**src/rtl/oort_pkg.sv**
```systemverilog
// ----------------------------------------------------------------------------
// oort_pkg: shared types and constants of the out-of-order range tracker
// Holds result codes, the queued item type and the engine state encoding.
// ----------------------------------------------------------------------------
package oort_pkg;

  localparam int unsigned CAPACITY_DEFAULT = 64;
  localparam int unsigned SEQ_W = 32;
  localparam int unsigned BYTES_W = 33;
  localparam int unsigned STATUS_W = 2;

  localparam logic [STATUS_W-1:0] ST_OK = 2'd0;
  localparam logic [STATUS_W-1:0] ST_NOSPACE = 2'd1;
  localparam logic [STATUS_W-1:0] ST_REJECT = 2'd2;

  localparam logic KIND_PUSH = 1'b0;
  localparam logic KIND_FLUSH = 1'b1;

  // Item as it leaves the front queue, already classified.
  typedef struct packed {
    logic kind;
    logic inverted;
    logic [SEQ_W-1:0] range_start;
    logic [SEQ_W-1:0] range_end;
  } item_t;

  typedef enum logic [3:0] {
    S_IDLE,
    S_SCAN,
    S_DECIDE,
    S_SHIFT_DN,
    S_SD_WR,
    S_SHIFT_UP,
    S_SU_WR,
    S_FLUSH_RD,
    S_RESP
  } state_t;

endpackage

```
**src/rtl/oort_if.sv**
```systemverilog
// ----------------------------------------------------------------------------
// oort_if: request and response channels of the range tracker
// Valid/ready channels; a transaction moves when both are high at a clock edge.
// ----------------------------------------------------------------------------
interface oort_req_if;
  logic valid;
  logic ready;
  logic kind;
  logic [oort_pkg::SEQ_W-1:0] range_start;
  logic [oort_pkg::SEQ_W-1:0] range_end;

  modport source (output valid, kind, range_start, range_end, input ready);
  modport sink (input valid, kind, range_start, range_end, output ready);
endinterface


```
**src/rtl/oort_front.sv**
```systemverilog
// ----------------------------------------------------------------------------
// oort_front: request intake and classification
// Accepts request transactions, flags inverted pushes and queues up to two items.
// ----------------------------------------------------------------------------
module oort_front (
  input  logic clk,
  input  logic rst,
  oort_req_if.sink req,
  output logic q_valid,
  input  logic q_ready,
  output oort_pkg::item_t q_item
);

  oort_pkg::item_t slots [2];
  logic wr_ptr;
  logic rd_ptr;
  logic [1:0] fill;
  logic push;
  logic pop;
  oort_pkg::item_t in_item;

  always_comb begin
    in_item.kind = req.kind;
    in_item.inverted = (req.kind == oort_pkg::KIND_PUSH) && (req.range_start > req.range_end);
    in_item.range_start = req.range_start;
    in_item.range_end = req.range_end;
  end

  assign req.ready = (fill != 2'd2);
  assign push = req.valid && req.ready;
  assign q_valid = (fill != 2'd0);
  assign pop = q_valid && q_ready;
  assign q_item = slots[rd_ptr];

  always_ff @(posedge clk) begin
    if (push) begin
      slots[wr_ptr] <= in_item;
    end
  end

  always_ff @(posedge clk) begin
    if (rst) begin
      wr_ptr <= 1'b0;
      rd_ptr <= 1'b0;
      fill <= 2'd0;
    end else begin
      if (push) wr_ptr <= ~wr_ptr;
      if (pop) rd_ptr <= ~rd_ptr;
      fill <= fill + {1'b0, push} - {1'b0, pop};
    end
  end

endmodule

```
**src/flat_wrapper.sv**
```systemverilog
// flat-port wrapper written by rule: the top's interface ports become plain ports
module oort_front_flat 
  (clk, rst, q_valid, q_ready, q_item, req_valid, req_kind, req_range_start, req_range_end, req_ready);
  oort_req_if req_i ();
  input  logic clk;
  input  logic rst;
  output logic q_valid;
  input  logic q_ready;
  output oort_pkg::item_t q_item;
  input wire logic [$bits(req_i.valid)-1:0] req_valid;
  input wire logic [$bits(req_i.kind)-1:0] req_kind;
  input wire logic [$bits(req_i.range_start)-1:0] req_range_start;
  input wire logic [$bits(req_i.range_end)-1:0] req_range_end;
  output wire logic [$bits(req_i.ready)-1:0] req_ready;
  assign req_i.valid = req_valid;
  assign req_i.kind = req_kind;
  assign req_i.range_start = req_range_start;
  assign req_i.range_end = req_range_end;
  assign req_ready = req_i.ready;
  oort_front u_core (.clk(clk), .rst(rst), .req(req_i), .q_valid(q_valid), .q_ready(q_ready), .q_item(q_item));
endmodule
```
**config.mk**
```make
export PLATFORM = sky130hd
export DESIGN_NAME = oort_front_flat
export DESIGN_NICKNAME = d
export VERILOG_FILES = /design/src/rtl/oort_pkg.sv /design/src/rtl/oort_if.sv /design/src/rtl/oort_front.sv /design/src/flat_wrapper.sv
export SDC_FILE = /design/constraint.sdc
export NUM_CORES = 1
export LEC_CHECK = 0
export BUFFER_PORTS_ARGS = -buffer_cell sky130_fd_sc_hd__buf_2
export CORE_ASPECT_RATIO = 1.1
export CORE_MARGIN = 2
export CORE_UTILIZATION = 56
export CTS_BUF_LIST = sky130_fd_sc_hd__clkbuf_8
export DETAILED_ROUTE_END_ITERATION = 12
export GPL_ROUTABILITY_DRIVEN = 0
export PLACE_DENSITY = 0.83
export SLEW_MARGIN = 20
export SYNTH_ARGS = -nofsm -noshare
export SYNTH_HDL_FRONTEND = slang
export SYNTH_SLANG_ARGS = --single-unit
```
**constraint.sdc**
```tcl
create_clock -name clk -period 5.4 [get_ports clk]
set_clock_uncertainty 0.05 [all_clocks]
set_input_delay 0 -clock clk [delete_from_list [all_inputs] [get_ports clk]]
set_output_delay 0 -clock clk [all_outputs]
set_load 0.02 [all_outputs]
```
==> summary.md <==
| Metric | Value |
|---|---|
| Clock Sinks | roughly 140 |
| Final Setup Violations | 0 |
| Worst slew pin tran | ~0.93 ns |
| Post-synth ARST share | 0% |
| Nets | 666 |
| VDD IR max | 0.421 mV |
| Starting Density | 58.1% |
| Status | finished, final reports clean |
| Reg2reg end | u_core.slots[0][62] |
| Leak | between 3 and 4 nW |
| Max Slew Vio Count | 0 |
| Critical Path Sink | q_item[40] |
| Hold Vio Cnt, Final | 0 |
| Post-DP HPWL | 6960 µm |
| Post-synth EDFFs | 132 |
| Iter 0 DRT Violations | 165 |
| Worst Path Arrival | ~2.1 ns |
| Register area | around 0.0041 mm² |
| Main synth FF type | edfxtp_1 |
| Clock network fraction of total power | between 20% and 30% |
| Fillers | between 500 and 600 |
| Multi-input logic area | between 0.0015 and 0.002 mm² |
| Clk slew on worst S/H paths | roughly 0.070 ns |
| Max_cap viols | 0 |
| Vias in the first global route | between 3,000 and 4,000 |
| Post-Synthesis Cells | 343 |
| Distinct cells, synth | 32 |
| Syn_nets | between 400 and 500 |
| Min Tclk post-route | between 2 and 2.5 ns |
| DR WL/cell | 17.8 µm |
| Die area | 0.0112 mm² |
| Sw Pwr | 0.00105 W |
| Grt total ovfl | 0 |
| Die X-Extent | 101 µm |
| Largest net degree at the start of global routing | between 60 and 70 |
| Vias per cell | roughly 5.3 |
| FF-to-FF Start | u_core.fill[0] |
| Clock Tree Buf Depth | 2 |
| Area growth from synthesis to layout | 33.5% |
| Crit start category | flip-flop |
| Worst setup path class | flip-flop to output port |
| Hold Crit Class | input pin to flip-flop |
| Post-route clock period utilization | 39.4% |
| First-pass GRT wire length | approximately 19,000 µm |
| Num CTS Buffers | 17 |
| Global Route Usage Sum | between 20% and 30% |
| Comb pwr share | 30.8% |
| RSZ-0062 raised after global routing | no |
| Vias | 3,675 |
| Share of layout cells above drive strength 1 | between 40% and 50% |
| Worst skew pair latency | between 0.4 and 0.5 ns |
| Most common cell after layout, fill and taps aside | buf_2 |
| Remaining DRCs | 0 |
| Max_slew headroom | between 30% and 40% |
| Crit-path cells | buf_4 > mux2_2 > buf_2 |
| Setup Fix Bufs, Post-CTS | 0 |
| Setup TNS | 0 ns |
| Root Buffer | clkbuf_8 |
| Row cnt | 38 |
| Port Buffer Count | 136 |
| First-pass DRT Iterations | 4 |
| Net Sw Frac | a little under a third |
| Largest stage delay on the critical path | 0.66 ns |
| Core area | between 0.009 and 0.01 mm² |
| R2R Setup Slk | around 3.5 ns |
| H-tree levels | 4 |
| Post-synthesis instance area | 0.00580 mm² |
| Reg2Reg Depth | 5 |
| Post-Route WL | approximately 12,000 µm |
| Fmax | roughly 0.47 GHz |
| Final Hold Slack | about 0.26 ns |
| WP data required | 5.35 ns |
| Internal power | approximately 0.0022 W |
| Warnings, synthesis | 0 |
| Worst Setup End Kind | output port |
| IO Pins | 137 |
| PwrDens | around 430 mW/mm² |
| Most frequent cells in the layout | 136 x buf_2, 132 x edfxtp_1, 69 x dlygate4sd3_1 |
| Sequential element share of the synthesized area | a little over two thirds |
| Slowest stage cell, crit path | buf_4 |
| CP Max Fanout | 66 |
| Antenna-violating nets left | 0 |
| Antenna diodes | 0 |
| Initial antenna violation count | 0 |
| Die Y | about 110 µm |
| Seq pwr share | 42.9% |
| Synthesized area per cell | roughly 17 µm² |
| CTS tree | done |
| Number of synthesized register bits | 137 |
==> worst min path at each step <==
stage | from | to | cells past startpoint
CTS | req_range_end[5] | u_core.slots[0][5] | 2
global route | req_range_end[7] | u_core.slots[1][7] | 2
global placement | req_range_end[7] | u_core.slots[0][7] | 1
floorplan | rst | u_core.fill[0] | 1
finish | req_range_end[8] | u_core.slots[1][8] | 2
detailed placement | req_range_start[4] | u_core.slots[0][36] | 1
==> through the flow <==
step	instance area (µm²)	power (W)	worst slack, ns	cells	utilization, %
floorplan	5800	0.00209	1.42	343	-
global placement	6630	0.00237	3.58	595	66.4
detailed placement	6630	0.00239	3.51	595	66.4
CTS	7740	0.00330	3.28	696	77.5
global route	7740	0.00344	3.19	696	77.5
finish	7740	0.00329	3.27	696	77.5
==> power groups by stage <==
stage | combinational [W] | sequential, W | clock (W)
after global placement | 0.000947 | 0.00142 | 0
after detailed placement | 0.000958 | 0.00143 | 0
after CTS | 0.00101 | 0.00141 | 0.000882
final | 0.00101 | 0.00141 | 0.000867
after global routing | 0.00109 | 0.00143 | 0.000925
after floorplan | 0.000664 | 0.00143 | 0
==> synth_stat cells, types with 2 or more instances <==
cell type / count / area [µm²]
ha_1: 34 / 425
o21ai_0: 2 / 10.0
nand2_1: 8 / 30.0
edfxtp_1: 132 / 3960
mux2_1: 14 / 158
mux2_2: 52 / 586
buf_2: 5 / 25.0
inv_1: 35 / 131
nand4_1: 4 / 25.0
clkbuf_1: 2 / 7.51
dfxtp_1: 5 / 100
nand4_2: 2 / 25.0
xor2_1: 2 / 17.5
nand3_1: 6 / 30.0
a21o_1: 2 / 15.0
xnor2_1: 2 / 17.5
a21oi_1: 13 / 65.1
nor2b_1: 2 / 12.5
nor2_1: 8 / 30.0
==> sequential cells by signal (all words and copies together), names as in the netlist, named ones only <==
signal         flops
u_core.slots     132
u_core.fill        2
u_core.rd_ptr      1
u_core.wr_ptr      1
==> area by class of cell <==
| type | instances | area share, % |
|---|---|---|
| Sequential cell | 137 | 52.5 |
| Multi-Input combinational cell | 164 | 20.4 |
| Timing Repair Buffer | 208 | 18.0 |
| Clock buffer | 18 | 3.20 |
| Clock inverter | 14 | 2.23 |
| Tap cell | 120 | 1.94 |
| Inverter | 35 | 1.70 |
==> routing by layer <==
layer	track usage [%]	vias up	share of wire (%)
li1	-	1738	-
met1	24.6	1797	39
met2	39.0	115	53
met3	6.49	25	5.6
met4	9.64	0	2.2
met5	0	-	0
==> kinds of logic (layout without fill, tap and decap cells) <==
family / count (synthesis) / in the layout / synth area share (%)
buf+inv: 42 / 275 / 2.83
flops: 137 / 137 / 70.1
compound gates: 24 / 24 / 2.70
fa+ha+maj: 34 / 34 / 7.34
simple gates: 36 / 36 / 3.63
mux: 66 / 66 / 12.8
xor+xnor: 4 / 4 / 0.604
==> worst max-delay path, delay by kind of cell (launching register included) <==
kind | cells | cell delay (ns)
buf+inv | 2 | 0.83
flops | 1 | 0.31
mux | 1 | 0.44
==> what timing repair did <==
item                                    CTS  global route
endpoints found under the setup margin    0             0
hold endpoints to repair                137             0
hold buffers                             69             0
gates resized for setup                   0             0
(Power assumes the default switching activity.)
